[src/rtl/rbs_pkg.sv]
`default_nettype none
package rbs_pkg;

    localparam int DATA_W                = 32;
    localparam int DIR_W                 = 18;
    localparam int QUO_W                 = 32;
    localparam int FRACTION_BITS_DEFAULT = 16;
    localparam int CFG_IDX_W             = 4;
    localparam int NUM_AXES              = 3;

    // Divider: one input stage, one stage per quotient bit, one saturate stage
    localparam int DIV_LAT  = QUO_W + 2;
    // Front stage, divider, two back stages
    localparam int PIPE_LAT = DIV_LAT + 3;

    // Configuration register indexes
    typedef enum logic [CFG_IDX_W-1:0] {
        REG_BOX_MIN_X = 4'd0,
        REG_BOX_MIN_Y = 4'd1,
        REG_BOX_MIN_Z = 4'd2,
        REG_BOX_MAX_X = 4'd3,
        REG_BOX_MAX_Y = 4'd4,
        REG_BOX_MAX_Z = 4'd5,
        REG_RANGE_MIN = 4'd6,
        REG_RANGE_MAX = 4'd7
    } cfg_reg_t;

    localparam logic signed [DATA_W-1:0] Q_MAX = 32'sh7FFF_FFFF;
    localparam logic signed [DATA_W-1:0] Q_MIN = 32'sh8000_0000;

    // Per-transaction sideband that rides beside the dividers
    typedef struct packed {
        logic                miss;
        logic [NUM_AXES-1:0] zero;
    } side_t;

endpackage
`default_nettype wire

[src/rtl/rbs_front.sv]
`default_nettype none
module rbs_front #(
    parameter int FRACTION_BITS = rbs_pkg::FRACTION_BITS_DEFAULT
) (
    input  wire logic                                     clk,
    input  wire logic                                     rst_n,
    input  wire logic                                     in_valid,
    input  wire logic signed [rbs_pkg::DATA_W-1:0]        org [rbs_pkg::NUM_AXES],
    input  wire logic signed [rbs_pkg::DIR_W-1:0]         dir [rbs_pkg::NUM_AXES],
    input  wire logic signed [rbs_pkg::DATA_W-1:0]        lo  [rbs_pkg::NUM_AXES],
    input  wire logic signed [rbs_pkg::DATA_W-1:0]        hi  [rbs_pkg::NUM_AXES],
    output logic                                          out_valid,
    output rbs_pkg::side_t                                side,
    output logic [rbs_pkg::DATA_W+FRACTION_BITS:0]        num [2*rbs_pkg::NUM_AXES],
    output logic [rbs_pkg::DIR_W-1:0]                     den [2*rbs_pkg::NUM_AXES],
    output logic                                          neg [2*rbs_pkg::NUM_AXES]
);
    import rbs_pkg::*;

    localparam int NW = DATA_W + 1 + FRACTION_BITS;

    logic                     valid_reg;
    side_t                    side_reg, side_next;
    logic [NW-1:0]            num_reg [2*NUM_AXES];
    logic [NW-1:0]            num_next [2*NUM_AXES];
    logic [DIR_W-1:0]         den_reg [2*NUM_AXES];
    logic [DIR_W-1:0]         den_next [2*NUM_AXES];
    logic                     neg_reg [2*NUM_AXES];
    logic                     neg_next [2*NUM_AXES];

    // Form plane differences, magnitudes, signs and the parallel test
    always_comb
    begin
        logic signed [DATA_W:0] diff;
        logic [DATA_W:0]        mag;
        logic signed [DATA_W:0] bnd;
        logic [DIR_W-1:0]       dmag;
        side_next.miss = 1'b0;
        for (int a = 0; a < NUM_AXES; a++)
        begin
            side_next.zero[a] = (dir[a] == '0);
            if ((dir[a] == '0) && ((org[a] < lo[a]) || (org[a] > hi[a])))
                side_next.miss = 1'b1;
            dmag = dir[a][DIR_W-1] ? DIR_W'(-dir[a]) : DIR_W'(dir[a]);
            for (int s = 0; s < 2; s++)
            begin
                bnd  = (s == 0) ? {lo[a][DATA_W-1], lo[a]} : {hi[a][DATA_W-1], hi[a]};
                diff = bnd - {org[a][DATA_W-1], org[a]};
                mag  = diff[DATA_W] ? (DATA_W+1)'(-diff) : (DATA_W+1)'(diff);
                num_next[2*a+s] = NW'(mag) << FRACTION_BITS;
                den_next[2*a+s] = dmag;
                neg_next[2*a+s] = diff[DATA_W] ^ dir[a][DIR_W-1];
            end
        end
    end

    // Advance the valid bit
    always_ff @(posedge clk or negedge rst_n)
    begin
        if (!rst_n)
            valid_reg <= 1'b0;
        else
            valid_reg <= in_valid;
    end

    // Hold payload for the dividers
    always_ff @(posedge clk)
    begin
        side_reg <= side_next;
        num_reg  <= num_next;
        den_reg  <= den_next;
        neg_reg  <= neg_next;
    end

    assign out_valid = valid_reg;
    assign side      = side_reg;
    assign num       = num_reg;
    assign den       = den_reg;
    assign neg       = neg_reg;

endmodule
`default_nettype wire

[config.mk]
export PLATFORM = sky130hd
export DESIGN_NAME = rbs_front
export DESIGN_NICKNAME = d
export VERILOG_FILES = /design/src/rtl/rbs_pkg.sv /design/src/rtl/rbs_front.sv
export SDC_FILE = /design/constraint.sdc
export NUM_CORES = 1
export LEC_CHECK = 0
export CORE_AREA = 2 2 293 295
export DETAILED_ROUTE_END_ITERATION = 7
export DIE_AREA = 0 0 295 297
export DONT_BUFFER_PORTS = 1
export SETUP_SLACK_MARGIN = 0.05
export SYNTH_ARGS = -nofsm -noshare
export SYNTH_HDL_FRONTEND = slang
export SYNTH_SLANG_ARGS = --single-unit
[constraint.sdc]
create_clock -name clk -period 0.8 [get_ports clk]
set_input_delay 0.12 -clock clk [delete_from_list [all_inputs] [get_ports clk]]
set_output_delay 0.12 -clock clk [all_outputs]
set_load 0.05 [all_outputs]
# After elaboration in Yosys (flattened, before gate mapping)

Index checks and enable logic that the tools add are counted.

$add $sub $neg: 15
Order comparisons: 6
Mux-type cells: 10
Bitwise operators: 6
Reductions and logical operators: 10

Operator list:

| operator                                       | count |
|---|---|
| 33-bit negator                                 | 6 |
| 32-bit by 32-bit subtractor with 33-bit output | 6 |
| 32-bit two-way mux                             | 6 |
| 32-bit > comparator                            | 3 |
| 32-bit < comparator                            | 3 |
| 18-bit zero test                               | 3 |
| 18-bit negator                                 | 3 |
| 17-bit two-way mux                             | 3 |
| 1-bit XOR                                      | 6 |
| 1-bit logical AND                              | 3 |
| 1-bit logical OR                               | 3 |
| 2-bit OR reduction                             | 1 |
| 1-bit two-way mux                              | 1 |

Bits in registers: 263
Logic and storage cells: 74

# Logic depth before layout (Yosys ltp)

Depth in word-level cells: 4
Depth in mapped cells: 14

# Worst setup path before layout

Ideal clock, no wire load.

Path type: input to register
Start point: in hi[32] (netlist bit)
End point: reg num_reg, in the netlist num[146]
Library setup time: 0.074 ns
Arrival time: 3.648 ns
Setup slack: -2.921 ns
Stages: 13
Path buffers: 0
Cells stage by stage: inv_1 -> ha_1 -> fa_1 -> nand2b_1 -> a211oi_1 -> o21ai_1 -> a21oi_1 -> mux2i_1 -> o21bai_4 -> or4_4 -> or3_4 -> or4_1 -> nor3_2

Cells in the longest elaborated chain, start to end: 2

Ends and longest elaborated chain:

| element                                          | line            | text |
|---|---|---|
| start, declared                                  | rbs_front.sv:11 | `input wire logic signed [rbs_pkg::DATA_W-1:0] hi [rbs_pkg::NUM_AXES],` |
| 32-bit by 32-bit subtractor with 33-bit output * | rbs_front.sv:48 | `diff = bnd - {org[a][DATA_W-1], org[a]};` |
| 33-bit negator                                   | rbs_front.sv:49 | `mag = diff[DATA_W] ? (DATA_W+1)'(-diff) : (DATA_W+1)'(diff);` |
| end signal, assigned                             | rbs_front.sv:70 | `num_reg <= num_next;` |
| end, declared                                    | rbs_front.sv:24 | `logic [NW-1:0] num_reg [2*NUM_AXES];` |

Mark *: on every way between the ends. The rest lies on a longest branch, timed or not.
A chain may end at the register's enable or synchronous reset.

# Final worst setup path

Same ends and word-level chain as after synthesis.

==> flow_summary.yaml <==
status:
  status: "complete, but fails checks"
  violations: "hold timing, setup timing"
placed_design:
  pre_cts_slack_ns: -2.63
  hpwl_um: 97000
  io_buffers: 0
  dp_cells: 5424
  gp_congestion: 1.01
layout:
  fin_nets: 5078
  syn2layout_area_growth_pct: 90.0
  drive_above_1_share_pct: 50.1
  instances_no_fill: 5700
  largest_reg_flops: 198
floorplanning:
  start_util_pct: 28.4
  die-area_um2: 87600
  rows: 107
  die_x_um: 295
  pin_count: 758
  die_y_um: 297
  core_um2: 84500
critical_path:
  worstSetupEndpointType: "register"
  crit_type: "in2reg"
  critPathMaxStageDelay_ns: 0.50
  worstSetupStartpointType: "primary input"
  path_common_cell: "or4_4"
  cp_cell_sequence: "inv_12 > ha_4 > fa_2 > nand2b_4 > a211oi_4 > o21ai_2 > a21oi_2 > mux2i_2 > o21bai_4 > or4_4 > or3_4 > or4_4 > nor3_2"
  slowest_stage: "or4_4"
  crit_required_ns: 1.27
  worstPathMaxFanout: 2
  crit_family: "simple AND/OR/NAND/NOR gates"
  arrival_ns: 3.29
  critical_path_buf_inv_count: 1
timing:
  period_needed_ns: 2.82
  finalSetupViolCount: 570
  fin_ws_ns: -2.02
  max_freq_mhz: 354
  drv_slew: 0
  rsz0062_at_grt: "true"
  slew-limit-headroom_pct: 34.5
  worst_pin_slew_ns: 0.979
  final_hold_viol_count: 30
  hold_ws_ns: -0.294
  period_share_pct: 353
synthesis:
  synth-seq-area-share_pct: 22.0
  synth_area_per_cell_um2: 7.68
  async_flop_share_pct: 0.380
  ys_seq_elements: 263
  syn-cell-area_um2: 24000
  synth_cell_types: 92
  ys.flop_type: "dfxtp_1"
  synth_edf_count: 0
  yosysWarnings: 0
  synth_cells: 3124
route:
  ant_nets: 0
  routedWlPerCell_um: 20.9
  num_vias: 28800
  first_pass_iters: 5
  avgViaCountPerCell: 5.05
  drt-total-wl_um: 119000
  drt_first_iter_violations: 1754
  drc: 0
global_routing:
  antenna_found_initial: 9
  grt_usage_pct: 25.5
  overflow: 0
  grt_pass1_vias: 28700
  grt_pass1_wl_um: 172000
  grt_start_max_net_pins: 22
power_and_ir_drop:
  pwr_density_cell_nw_per_um2: 2280
  ir_drop_mv: 2.15
  total_power_mw: 104
  p_leak_nw: 19.9
clock_network:
  cts-root-buf: "clkbuf_16"
  cts.path.max_buffers: 3
  hold_buffers: 62
  clk_pin_slew_ns: 0.06
  cts_tree: "built"
  cts_made_buffers: 37
  clkSinkCount: 263
  cts.htree.levels: 2
run:
  max_cap_violations: 0
min_path:
  hold_class: "in2reg"
## layout by cell type, fill, tap and decap left out, drive strengths merged, types with 26 or more instances in the layout
master / n
and2: 31
nand4: 51
nor3: 83
o211ai: 38
o21a: 29
nor4: 31
inv: 178
a211oi: 36
xor2: 114
nor2: 203
buf: 1456
a31oi: 46
nand2: 253
o21ai: 202
nand3: 70
nor2b: 26
conb: 96
ha: 207
dfxtp: 262
a21oi: 250
a21o: 65
or3: 33
dlygate4sd3: 61
o31ai: 49
clkbuf: 51
xnor2: 245
nand2b: 36
## logic make-up (layout without fill, tap and decap cells)
logic type / after synthesis / after routing / synth area share, %
AND/OR/NAND/NOR: 937 / 937 / 19.6
AO/OA/AOI/OAI: 892 / 892 / 24.0
buffers and inverters: 447 / 1776 / 9.39
XOR/XNOR: 359 / 359 / 13.1
flip-flops: 263 / 263 / 22.0
adder cells (fa/ha/maj): 213 / 213 / 11.3
multiplexers: 12 / 12 / 0.506
other: 1 / 104 / 0.0156
## per-stage QoR
step | instance area [µm²] | setup TNS, ns | utilization (%) | hold WS (ns)
floorplan | 27600 | -390.67 | - | -0.176
global placement | 39600 | -471.97 | 46.8 | -0.176
detailed placement | 39600 | -479.42 | 46.8 | -0.176
CTS | 43900 | -491.48 | 52.0 | -0.348
global route | 45600 | -523.91 | 53.9 | -0.331
finish | 45600 | -492.74 | 53.9 | -0.294
## what timing repair did
item / CTS / global route
setup endpoints to repair: 536 / 570
resized for setup: 322 / 230
hold endpoints to repair: 78 / 30
gates cloned: 4 / 2
pin swaps: 199 / 181
setup buffers: 92 / 56
## report_power, final
| part | switching (mW) | internal, mW |
|---|---|---|
| clock network | 6.90 | 10.3 |
| registers | 5.40 | 17.0 |
| logic | 33.3 | 30.9 |
## final cells by class
| class | count | area [µm²] |
|---|---|---|
| Clock inverter | 18 | 201 |
| Antenna cell | 8 | 20.0 |
| Multi-Input combinational cell | 2509 | 21700 |
| Sequential cell | 263 | 5470 |
| Clock buffer | 49 | 1050 |
| Timing Repair Buffer | 1520 | 14800 |
| Tap cell | 1144 | 1430 |
| Fill cell | 7299 | 38900 |
| Inverter | 189 | 921 |
## synth_stat cells (all sizes together) (51+ instances only)
library cell / number / area, µm²
dfxtp: 262 / 5250
nand2: 253 / 950
a21oi: 250 / 1250
xnor2: 245 / 2150
ha: 207 / 2590
nor2: 203 / 762
o21ai: 202 / 1010
inv: 189 / 709
buf: 158 / 1170
xor2: 114 / 998
clkbuf: 100 / 375
nor3: 83 / 425
nand3: 70 / 350
a21o: 65 / 488
nand4: 51 / 319
## per-layer routing
metal	part of all wire, %	vias up	track usage (%)
met5	0.048	-	0
met4	5.1	8	11.5
met3	7.9	269	6.83
met2	48	1045	44.3
met1	39	13600	28.9
li1	-	13800	-
## path summary, 6_finish.rpt
check	startpoint	to	slack [ns]	cells past startpoint
max	hi[32]	num[146]	-2.02	13
min	dir[53]	neg[4]	-0.29	1
max in group asynchronous	rst_n	out_valid	0.39	2
min in group asynchronous	rst_n	out_valid	0.30	2
No activity file was read; power rests on OpenSTA's default activity.
