**config.mk**
```make
export PLATFORM = sky130hd
export DESIGN_NAME = rbs_back
export DESIGN_NICKNAME = d
export VERILOG_FILES = /design/src/rtl/rbs_pkg.sv /design/src/rtl/rbs_back.sv
export SDC_FILE = /design/constraint.sdc
export NUM_CORES = 1
export LEC_CHECK = 0
export BUFFER_PORTS_ARGS = -buffer_cell sky130_fd_sc_hd__buf_2
export CAP_MARGIN = 20
export CORE_MARGIN = 3
export CORE_UTILIZATION = 45
export DETAILED_ROUTE_END_ITERATION = 8
export GPL_ROUTABILITY_DRIVEN = 0
export GPL_TIMING_DRIVEN = 0
export PLACE_DENSITY = 0.7
export SLEW_MARGIN = 20
export SYNTH_ARGS = -nofsm -noshare
export SYNTH_HDL_FRONTEND = slang
export SYNTH_SLANG_ARGS = --single-unit
```
**constraint.sdc**
```tcl
create_clock -name clk -period 4.61 [get_ports clk]
set_input_delay 0.922 -clock clk [delete_from_list [all_inputs] [get_ports clk]]
set_output_delay 0.922 -clock clk [all_outputs]
set_load 0.005 [all_outputs]
```
**src/rtl/rbs_pkg.sv**
```systemverilog
`default_nettype none
package rbs_pkg;

    localparam int DATA_W                = 32;
    localparam int DIR_W                 = 18;
    localparam int QUO_W                 = 32;
    localparam int FRACTION_BITS_DEFAULT = 16;
    localparam int CFG_IDX_W             = 4;
    localparam int NUM_AXES              = 3;

    // Divider: one input stage, one stage per quotient bit, one saturate stage
    localparam int DIV_LAT  = QUO_W + 2;
    // Front stage, divider, two back stages
    localparam int PIPE_LAT = DIV_LAT + 3;

    // Configuration register indexes
    typedef enum logic [CFG_IDX_W-1:0] {
        REG_BOX_MIN_X = 4'd0,
        REG_BOX_MIN_Y = 4'd1,
        REG_BOX_MIN_Z = 4'd2,
        REG_BOX_MAX_X = 4'd3,
        REG_BOX_MAX_Y = 4'd4,
        REG_BOX_MAX_Z = 4'd5,
        REG_RANGE_MIN = 4'd6,
        REG_RANGE_MAX = 4'd7
    } cfg_reg_t;

    localparam logic signed [DATA_W-1:0] Q_MAX = 32'sh7FFF_FFFF;
    localparam logic signed [DATA_W-1:0] Q_MIN = 32'sh8000_0000;

    // Per-transaction sideband that rides beside the dividers
    typedef struct packed {
        logic                miss;
        logic [NUM_AXES-1:0] zero;
    } side_t;

endpackage
`default_nettype wire

```
**src/rtl/rbs_back.sv**
```systemverilog
`default_nettype none
module rbs_back #(
    parameter int FRACTION_BITS = rbs_pkg::FRACTION_BITS_DEFAULT
) (
    input  wire logic                                clk,
    input  wire logic                                rst_n,
    input  wire logic                                in_valid,
    input  wire rbs_pkg::side_t                      side,
    input  wire logic signed [rbs_pkg::DATA_W-1:0]   quo [2*rbs_pkg::NUM_AXES],
    input  wire logic signed [rbs_pkg::DATA_W-1:0]   range_min,
    input  wire logic signed [rbs_pkg::DATA_W-1:0]   range_max,
    output logic                                     out_valid,
    output logic signed [rbs_pkg::DATA_W-1:0]        entry_distance,
    output logic signed [rbs_pkg::DATA_W-1:0]        exit_distance,
    output logic                                     hit
);
    import rbs_pkg::*;

    localparam logic signed [DATA_W-1:0] ONE = DATA_W'(1) << FRACTION_BITS;

    logic                     v1_reg, v2_reg;
    logic                     miss1_reg;
    logic signed [DATA_W-1:0] near_reg, near_next, far_reg, far_next;
    logic signed [DATA_W-1:0] entry_reg, entry_next, exit_reg, exit_next;
    logic                     hit_reg, hit_next;

    // Order each plane pair and keep the largest entry and smallest exit over non-parallel axes
    always_comb
    begin
        logic signed [DATA_W-1:0] a;
        logic signed [DATA_W-1:0] b;
        near_next = Q_MIN;
        far_next  = Q_MAX;
        for (int x = 0; x < NUM_AXES; x++)
        begin
            a = (quo[2*x] > quo[2*x+1]) ? quo[2*x+1] : quo[2*x];
            b = (quo[2*x] > quo[2*x+1]) ? quo[2*x] : quo[2*x+1];
            if (!side.zero[x])
            begin
                if (a > near_next)
                    near_next = a;
                if (b < far_next)
                    far_next = b;
            end
        end
    end

    // Clamp to the range and form the hit flag; a parallel miss gives entry one, exit zero, no hit
    always_comb
    begin
        if (miss1_reg)
        begin
            entry_next = ONE;
            exit_next  = '0;
            hit_next   = 1'b0;
        end
        else
        begin
            entry_next = (near_reg > range_min) ? near_reg : range_min;
            exit_next  = (far_reg < range_max) ? far_reg : range_max;
            hit_next   = (exit_next >= entry_next);
        end
    end

    // Advance valid bits
    always_ff @(posedge clk or negedge rst_n)
    begin
        if (!rst_n)
        begin
            v1_reg <= 1'b0;
            v2_reg <= 1'b0;
        end
        else
        begin
            v1_reg <= in_valid;
            v2_reg <= v1_reg;
        end
    end

    // Hold payload
    always_ff @(posedge clk)
    begin
        miss1_reg <= side.miss;
        near_reg  <= near_next;
        far_reg   <= far_next;
        entry_reg <= entry_next;
        exit_reg  <= exit_next;
        hit_reg   <= hit_next;
    end

    assign out_valid      = v2_reg;
    assign entry_distance = entry_reg;
    assign exit_distance  = exit_reg;
    assign hit            = hit_reg;

endmodule
`default_nettype wire

```
* After elaboration in Yosys (flattened, before gate mapping)
Cells that the tools add are included.
** Cells by class
- Order comparisons :: 12
- Multiplexer cells :: 20
** Operator list (count)
- two-way mux 32 bit :: 20
- > comparator 32 bit :: 6
- less-than comparator 32 bit :: 3
- >= comparator 32 bit :: 1
- > comparator 32 bit (second input constant) :: 1
- less-than comparator 32 bit (second input constant) :: 1
** Storage, ports and cells
- Logic and storage cells :: 40
- Input bits :: 263
- Output and inout port bits :: 66
- Flip-flop bits (word level) :: 132

* Longest topological paths before layout
Gate-level depths: netlist of run 1.
- Depth after elaboration :: 11
- Depth in mapped cells :: 40
- Gate-level depth less buffers :: 36

* Worst setup path after synthesis of run 1
No wires, ideal clock.
- Path type :: input to register
- Start point :: input port quo[142] (netlist name)
- End point :: register far_reg[0]
- Data required time :: 4.487 ns
- Path buffers :: 3
- Cell stages on the path :: 37
- Setup time :: 0.123 ns
- Arrival time :: 8.078 ns
- Setup slack :: -3.591 ns
- Cell sequence :: inv_1 > ha_1 > a21oi_1 > nand2_1 > a221o_1 > o31a_1 > or3_4 > and2_4 > buf_6 > and3_1 > a311oi_2 > clkbuf_1 > and3_1 > ha_1 > nor4_1 > a21oi_1 > and3_1 > o21ai_0 > and3_1 > o221ai_1 > nor3b_1 > o21ai_1 > a21oi_2 > buf_2 > mux2_1 > ha_1 > a21o_1 > a21o_1 > a21o_1 > a21o_1 > a21o_1 > a211oi_1 > o21ai_0 > a21o_1 > o21ai_0 > nor2_2 > mux2_1
** On the way
- Word-level cells in the longest chain between the ends :: 11
** RTL lines
- from (decl) :: RTL line rbs_back.sv:9 : input wire logic signed [rbs_pkg::DATA_W-1:0] quo [2*rbs_pkg::NUM_AXES],
- > comparator 32 bit :: RTL line rbs_back.sv:37 : b = (quo[2*x] > quo[2*x+1]) ? quo[2*x] : quo[2*x+1];
- two-way mux 32 bit * :: RTL line rbs_back.sv:37
- less-than comparator 32 bit :: RTL line rbs_back.sv:42 : if (b < far_next)
- two-way mux 32 bit * :: RTL line rbs_back.sv:42
- two-way mux 32 bit * :: RTL line rbs_back.sv:38 : if (!side.zero[x])
- less-than comparator 32 bit :: RTL line rbs_back.sv:42
- two-way mux 32 bit :: RTL line rbs_back.sv:42
- two-way mux 32 bit * :: RTL line rbs_back.sv:38
- less-than comparator 32 bit :: RTL line rbs_back.sv:42
- two-way mux 32 bit :: RTL line rbs_back.sv:42
- two-way mux 32 bit * :: RTL line rbs_back.sv:38
- net far_next[0] :: RTL line rbs_back.sv:23 : logic signed [DATA_W-1:0] near_reg, near_next, far_reg, far_next;
- to (signal assigned) :: RTL line rbs_back.sv:85 : far_reg <= far_next;
- to (decl) :: RTL line rbs_back.sv:23
The timed path passes the listed nets; every way through them passes the cells marked *.
A chain may end at the register's enable or synchronous reset.

* Final worst setup path of run 1
- Start point :: input port quo[135] (netlist name)
- End point :: register far_reg[2]
The elaborated chain is that of the path after synthesis.

==> flow_summary.ini, run 1 <==
[outcome]
status = finished, violations left
failed_checks = setup timing

[sta]
slew_headroom_pct = 29.3
tns_ns = -205.32
period_needed_ns = 8.09
fin_crit_sh_pct = 175
setup_viol_count_final = 65
rsz0062_at_grt = true
fin_skew_ns = 0.00733
setup_slack_ns = -3.48
drv_slew = 0
worst_slew_pin_slew_ns = 1.03
finalHoldViolCount = 0
timing.fmax_mhz = 124

[critical_path]
critPathCaptureType = flip-flop
reg2reg_from = far_reg[1]$_DFF_P_
slowest_stage = or4_4
crit_required_ns = 4.89
critPathMaxStageDelay_ns = 0.44
path_max_fanout = 6
path_buf_inv = 9
cpMostUsedCell = buf_4
crit_type = input port to flip-flop
cp-start-kind = input port
setup.worst_path.start = quo[135]
cp.arrival_ns = 8.37
path_delay_family = compound AO/OA/AOI/OAI gates

[route]
drt-pass1-iter-count = 6
wirelength_um = 61100
num_vias = 17326
drtAntennaViolNets = 0
viasPerCell = 5.74
drcViolationCount = 0
drt_iter0_drc = 1182
routedWlPerCell_um = 20.2

[pwr]
ir_drop_mv = 0.305
p_int_mw = 5.22
swShare_pct = 41.6
p_switching_mw = 3.72
p_per_area_mw_per_mm2 = 398
leakagePower_nw = 11.5
power.share.clock_pct = 15.1
p_seq_share_pct = 19.9
power.share.combinational_pct = 64.9

[floorplanning]
die-width_um = 197
initial_core_util_pct = 45.8
rows = 69
die_area_mm2 = 0.0386
dieHeight_um = 197
coreArea_mm2 = 0.0357
pin_count = 329

[yosys]
synth_cell_types = 63
synth_cells = 2074
yosysSeqAreaShare_pct = 16.2
syn-num-nets = 2654
synthFlopType = dfxtp_1
synthSimpleGateAreaFrac_pct = 18.5
postSynthAreaPerCell_um2 = 7.88
synth.largest_area_cell = ha_1
synthMuxAreaShare_pct = 18.3
synth-compound-area-share_pct = 13.9
synth_area_leaders = ha_1 24%, dfxtp_1 16%, mux2i_1 12%, inv_1 6.8%, mux2_2 5.9%
synthesis.area_mm2 = 0.0163
synth-adder-area-share_pct = 24.3
synth_edf_count = 0
synth_xor_area_share_pct = 0.0536
synth_warnings = 0
synthArstFlopShare_pct = 1.52
synth_top_family_by_area = adder cells
synth_seq_cells = 132
yosysTopAreaCellShare_pct = 24.3

[grt]
grt_start_max_net_pins = 17
grt_pass1_vias = 17274
antenna_found_initial = 7
use_met3_pct = 3.20
grt_use_total_pct = 29.7
gr-usage-met2_pct = 51.9
top_usage_layer = met2
gr-total-overflow = 0
grt_first_pass_wirelength_um = 90400
grtUsageMet1_pct = 36.4

[clock_tree]
htreeDepth = 4
cts_made_buffers = 17
cts_hold_buf = 0
cts_sinks = 132
cts_buffer_depth = 2
tritoncts = done
cts-root-buf = clkbuf_16
insertion_delay_ns = 0.42
clkTransAtPathRegs_ns = 0.06

[cells_and_area]
syn2layout_area_growth_pct = 37.5
fill_cells = 2973
drive_above_1_share_pct = 34.8
fin_area_mm2 = 0.0225
nNetsFinal = 3119
instances_no_fill = 3020
fin_util_pct = 63.0

[placed_design]
dpl_worst_slack_ns = -4.71
place.port_buffers = 328
postPlaceCellArea_mm2 = 0.0190
dp.cells = 2863
post-dp-hpwl_um = 49900

[run]
cap_violations = 0

[hold_path]
min-delay-path-class = input port to async pin
[final timing paths]
| kind | endpoint | depth (start not counted) | slack (ns) |
|---|---|---|---|
| max reg2reg | hit$_SDFF_PP0_ | 25 | -0.30 |
| max in group asynchronous | v1_reg$_DFF_PN0_ | 1 | 4.23 |
| min | out_valid$_DFF_PN0_ | 1 | 0.29 |
| max | far_reg[2]$_DFF_P_ | 39 | -3.48 |
| min in group clk | out_valid$_DFF_PN0_ | 0 | 0.36 |
| min reg2reg | out_valid$_DFF_PN0_ | 0 | 0.36 |
[layer usage]
layer / vias up / part of all wire, %
li1: 8260 / -
met1: 8063 / 41
met2: 802 / 47
met3: 193 / 6.8
met4: 8 / 5.4
met5: - / 0.090
[cell usage in the layout, fill, tap and decap left out, types with 22 or more instances in the layout]
cell	n
o21ai_0	36
a21o_1	58
a21oi_2	26
nand4_1	70
buf_2	308
nor2b_1	29
mux2_2	80
mux2i_1	141
dfxtp_1	130
nor2_1	168
mux2i_2	37
buf_6	31
buf_4	114
clkbuf_16	22
a21oi_1	149
nand2_1	89
inv_1	266
nand2b_1	82
ha_1	266
ha_4	50
[cells in the mapped netlist (all sizes together) (3+ instances only)]
cell type	number
nand2	98
mux2	97
nand3	29
a2111oi	4
and3	36
nor4	30
o211ai	7
a21oi	177
o21ai	66
nor2b	30
mux2i	190
a211oi	11
a31oi	7
nand2b	82
inv	294
or3	6
ha	317
o221ai	3
buf	27
dfxtp	130
nor2	189
a221oi	3
a21o	58
a211o	4
o21a	12
a311oi	3
clkbuf	46
nor3	9
nand4	70
and4	8
[final cells by class]
class,instances,area [µm²],share of cell area [%]
plain buffers,71,634,2.82
clock buffers,22,464,2.07
inverters,294,1130,5.01
diodes,7,17.5,0.0779
well taps,461,577,2.57
multi-input cells,1575,14000,62.5
clock inverters,10,130,0.579
repair buffers,448,2830,12.6
flip-flops and latches,132,2650,11.8
[logic make-up after synthesis]
family,Yosys count
AND/OR/NAND/NOR,597
flip-flops,132
AO/OA/AOI/OAI,373
multiplexers,287
XOR/XNOR,1
buffers and inverters,367
adder cells (fa/ha/maj),317
[repair_timing]
action / CTS / global route
pin swaps: 84 / 89
gates resized for setup: 262 / 202
setup buffers: 81 / 32
setup endpoints to repair: 65 / 65
gates cloned: 8 / 1
[stage by stage]
stage / power (mW) / hold WS, ns
2_1_floorplan: 5.00 / 0.331
3_3_place_gp: 6.29 / 0.344
3_5_place_dp: 6.46 / 0.351
4_1_cts: 8.50 / 0.273
5_1_grt: 9.53 / 0.272
6_report: 8.94 / 0.285
[power groups by stage]
stage	logic [mW]	registers, mW	clock network [mW]
final	5.81	1.78	1.35
after CTS	5.37	1.77	1.37
after global routing	6.29	1.82	1.41
after detailed placement	4.67	1.79	0
after floorplan	3.27	1.73	0
after global placement	4.51	1.78	0
No activity file was read; power rests on OpenSTA's default activity.
==> run 2, diff against run 1 <==
Settings changed: SETUP_SLACK_MARGIN set to 0.4.
==> run 2 against run 1 <==
The run still ends with setup timing left; non-clock buffer count decreased by 1; critical path depth is the same; sequential power hardly changed; largest cell class unchanged; largest power group unchanged.
==> flow_summary.ini, run 2 (same netlist as run 1, synthesis figures left out) <==
[critical_path]
r2r_setup_slack_ns = -0.30
rr_worst_depth = 25
reg2reg_from = far_reg[1]$_DFF_P_
crit_type = input port to flip-flop
crit_required_ns = 4.89
cp-start-kind = input port
path_max_fanout = 6
critPathMaxStageDelay_ns = 0.50
critPathCaptureType = flip-flop
r2r_end = hit$_SDFF_PP0_
slowest_stage = or4_4
cpMostUsedCell = buf_4
cp.arrival_ns = 8.48

[route]
viasPerCell = 5.76
drt-pass1-iter-count = 8
drcViolationCount = 0
routedWlPerCell_um = 20.2
num_vias = 17377
drtAntennaViolNets = 0
wirelength_um = 61100
drt_iter0_drc = 1258

[floorplanning]
initial_core_util_pct = 45.8
rows = 69
coreArea_mm2 = 0.0357
dieHeight_um = 197
die-width_um = 197
pin_count = 329
die_area_mm2 = 0.0386

[clock_tree]
cts_buffer_depth = 2
cts_sinks = 132
htreeDepth = 4
cts-root-buf = clkbuf_16
tritoncts = done
cts_made_buffers = 17
clkTransAtPathRegs_ns = 0.06
insertion_delay_ns = 0.42

[hold_path]
min-delay-path-class = input port to async pin

[grt]
grt_use_total_pct = 29.5
antenna_found_initial = 9
gr-total-overflow = 0
grt_start_max_net_pins = 17
grt_pass1_vias = 17118
grt_first_pass_wirelength_um = 89900

[pwr]
power_mw = 8.90
ir_drop_mv = 0.305
power.share.clock_pct = 15.2
p_int_mw = 5.19
power.share.combinational_pct = 64.8
p_seq_share_pct = 20.0
leakagePower_nw = 11.5
swShare_pct = 41.7
p_per_area_mw_per_mm2 = 400
p_switching_mw = 3.71

[sta]
timing.fmax_mhz = 122
finalHoldViolCount = 0
fin_skew_ns = 0.00840
fin_crit_sh_pct = 178
setup_slack_ns = -3.59
setup_viol_count_final = 65
whs_ns = 0.286
drv_slew = 0
period_needed_ns = 8.20
worst_slew_pin_slew_ns = 1.01
rsz0062_at_grt = true
slew_headroom_pct = 30.7

[cells_and_area]
fill_cells = 2996
instances_no_fill = 3017
syn2layout_area_growth_pct = 36.1
nNetsFinal = 3118
drive_above_1_share_pct = 34.0
final_common_cell = buf_2
layout_common_cells = 315 x buf_2, 272 x inv_1, 272 x ha_1

[outcome]
status = finished, violations left
failed_checks = setup timing

[placed_design]
place.port_buffers = 328
post-dp-hpwl_um = 49900
dp.cells = 2863

[run]
cap_violations = 0
[run 2: worst max-delay path by stage]
stage,end,start
2_1_floorplan,far_reg[0]$_DFF_P_,quo[174]
3_3_place_gp,near_reg[16]$_DFF_P_,quo[95]
3_5_place_dp,near_reg[17]$_DFF_P_,quo[159]
4_1_cts,far_reg[2]$_DFF_P_,quo[133]
5_1_grt,far_reg[2]$_DFF_P_,quo[129]
6_report,far_reg[2]$_DFF_P_,quo[129]
[run 2: stage by stage]
stage	setup TNS, ns	worst slack (ns)	area [µm²]	utilization [%]
floorplan	-172.31	-2.94	16800	-
global placement	-280.85	-4.48	19000	53.3
detailed placement	-289.94	-4.71	19000	53.3
CTS	-212.39	-3.36	21400	60.0
global route	-237.20	-3.83	22200	62.4
finish	-222.11	-3.59	22200	62.4
[run 2: final cells by class]
cell class / count / area, µm² / share of cell area, %
Clock buffer: 22 / 464 / 2.09
Multi-Input combinational cell: 1575 / 13900 / 62.6
Timing Repair Buffer: 445 / 2740 / 12.3
Inverter: 294 / 1120 / 5.03
Tap cell: 461 / 577 / 2.59
Sequential cell: 132 / 2650 / 11.9
Antenna cell: 5 / 12.5 / 0.0562
Clock inverter: 10 / 130 / 0.585
Buffer: 73 / 634 / 2.85
[run 2: power groups by stage]
stage               logic [mW]  clock network (mW)  registers [mW]
floorplan                 3.27                   0            1.73
global placement          4.51                   0            1.78
detailed placement        4.67                   0            1.79
CTS                       5.34                1.37            1.77
global route              6.25                1.41            1.82
finish                    5.77                1.35            1.78
[run 2: timing repair]
item,4_1_cts,5_1_grt
setup endpoints to repair,65,65
pin swaps,87,82
buffers inserted,79,29
hold buffers,0,0
gates resized for setup,251,150
cloned,6,3
[run 2: critical path: cells and delay by family]
| kind | cells | cell delay, ns |
|---|---|---|
| adders and majority gates | 3 | 0.70 |
| buffers and inverters | 10 | 1.48 |
| AOI/OAI and AO/OA | 10 | 2.11 |
| and+or+nand+nor | 14 | 2.67 |
| muxes | 2 | 0.56 |
[run 2: layer usage]
layer / vias to the layer above / global-route usage [%] / wire (µm)
li1: 8254 / - / -
met1: 8059 / 36.6 / 25000
met2: 865 / 51.5 / 28900
met3: 189 / 2.84 / 4200
met4: 10 / 14.0 / 2880
met5: - / 0 / 64
==> run 3, diff against run 2 <==
Settings changed: CORE_ASPECT_RATIO set to 1.25, SETUP_SLACK_MARGIN 0.4 to unset.
==> run 3 against run 2 <==
The flow still finishes with violations (setup timing); wire length fell by 3.1%; setup slack improved by 0.10 ns; critical path depth rose by 1; clock power fell by 4%; global-route usage fell by 0.50 points; largest cell class unchanged; highest routed layer unchanged.
==> flow_summary.ini, run 3 (same netlist as run 1, synthesis figures left out) <==
[critical_path]
path_max_fanout = 6
setup.worst_path.start = quo[135]
r2r_end = hit$_SDFF_PP0_
critPathCaptureType = flip-flop
reg2reg_from = far_reg[1]$_DFF_P_
crit_type = input port to flip-flop
r2r_setup_slack_ns = -0.30
cpMostUsedCell = a21o_1
cp.arrival_ns = 8.39
cp-start-kind = input port
crit_required_ns = 4.91
cp-endpoint = far_reg[1]$_DFF_P_
slowest_stage = or4_1
rr_worst_depth = 25
critPathMaxStageDelay_ns = 0.51

[sta]
fin_crit_sh_pct = 176
timing.fmax_mhz = 124
finalHoldViolCount = 0
setup_slack_ns = -3.49
worst_slew_pin_slew_ns = 0.991
fin_skew_ns = 0.00771
rsz0062_at_grt = true
slew_headroom_pct = 33.9
setup_viol_count_final = 65
period_needed_ns = 8.10
drv_slew = 0

[hold_path]
min-delay-path-class = input port to async pin

[cells_and_area]
nNetsFinal = 3092
fin_util_pct = 61.9
fill_cells = 3101
layout_common_cells = 308 x buf_2, 269 x inv_1, 267 x ha_1
final_common_cell = buf_2
syn2layout_area_growth_pct = 35.0
instances_no_fill = 3013
drive_above_1_share_pct = 32.8

[placed_design]
place.port_buffers = 328
dpl_worst_slack_ns = -4.75
dp.cells = 2876
post-dp-hpwl_um = 49000

[clock_tree]
tritoncts = done
cts_made_buffers = 17
htreeDepth = 4
clkTransAtPathRegs_ns = 0.06
cts-root-buf = clkbuf_16
insertion_delay_ns = 0.42
cts_sinks = 132
cts_buffer_depth = 2

[route]
wirelength_um = 59200
drcViolationCount = 0
num_vias = 16940
drt-pass1-iter-count = 6
drt_iter0_drc = 1119
viasPerCell = 5.62
drtAntennaViolNets = 0
routedWlPerCell_um = 19.6

[pwr]
power_mw = 8.64
ir_drop_mv = 0.244
p_per_area_mw_per_mm2 = 391
leakagePower_nw = 11.3

[floorplanning]
dieHeight_um = 219
die-width_um = 176
initial_core_util_pct = 45.8
die_area_mm2 = 0.0387
coreArea_mm2 = 0.0356
rows = 77
pin_count = 329

[grt]
grt_pass1_vias = 16740
antenna_found_initial = 13
grt_start_max_net_pins = 17
gr-total-overflow = 0
grt_use_total_pct = 29.0
grt_first_pass_wirelength_um = 86800

[outcome]
status = finished, violations left
failed_checks = setup timing

[run]
cap_violations = 0
run 3: cell types whose count changed in the layout (fill, tap and decap cells not counted), moves of 7 or more:
| cell | previous run | this run |
|---|---|---|
| buf_4 | 110 | 85 |
| buf_2 | 315 | 308 |
| diode_2 | 5 | 14 |
| o21ai_0 | 38 | 46 |
| mux2i_1 | 137 | 146 |
run 3: critical path: cells and delay by family:
family	cells	cell delay, ns
simple gates	9	1.83
mux	2	0.51
compound gates	18	3.38
fa+ha+maj	3	0.59
buf+inv	8	1.12
run 3: area by class of cell:
class / instances / area, µm² / share of cell area [%]
antenna: 14 / 35.0 / 0.159
tap: 474 / 593 / 2.69
inverter: 294 / 1130 / 5.12
timing repair buffer: 420 / 2620 / 11.9
sequential: 132 / 2650 / 12.0
clock inverter: 10 / 97.6 / 0.442
multi-input combinational: 1575 / 13800 / 62.7
clock buffer: 22 / 484 / 2.19
buffer: 72 / 618 / 2.80
run 3: timing repair:
item	CTS	global route
setup buffers	61	24
endpoints found under the hold margin	0	0
pin swaps	74	69
endpoints found under the setup margin	65	65
hold buffers	0	0
gates cloned	7	2
gates resized for setup	215	168
run 3: routing by layer:
metal	vias up	GRT usage [%]	part of all wire, %
met2	718	52.3	50
met5	-	0	0.012
met3	206	2.16	5.0
li1	8209	-	-
met1	7805	32.3	38
met4	2	19.8	6.9
run 3: worst min-delay path by stage:
stage	endpoint	slack [ns]	cells past startpoint
finish	out_valid$_DFF_PN0_	0.27	1
global placement	out_valid$_DFF_PN0_	0.34	0
CTS	v1_reg$_DFF_PN0_	0.25	1
floorplan	out_valid$_DFF_PN0_	0.33	0
global route	out_valid$_DFF_PN0_	0.26	1
detailed placement	out_valid$_DFF_PN0_	0.34	0
run 3: where the power goes:
| group | switching, mW | internal, mW |
|---|---|---|
| combinational | 2.89 | 2.71 |
| sequential | 0.218 | 1.54 |
| clock | 0.489 | 0.800 |
run 3: metrics by stage:
stage	hold slack (ns)	instance area (µm²)	TNS (ns)
final	0.275	22100	-213.93
after global routing	0.263	22100	-225.23
after CTS	0.249	21100	-208.83
after detailed placement	0.340	19000	-299.23
after global placement	0.343	19000	-294.04
after floorplan	0.331	16800	-172.31
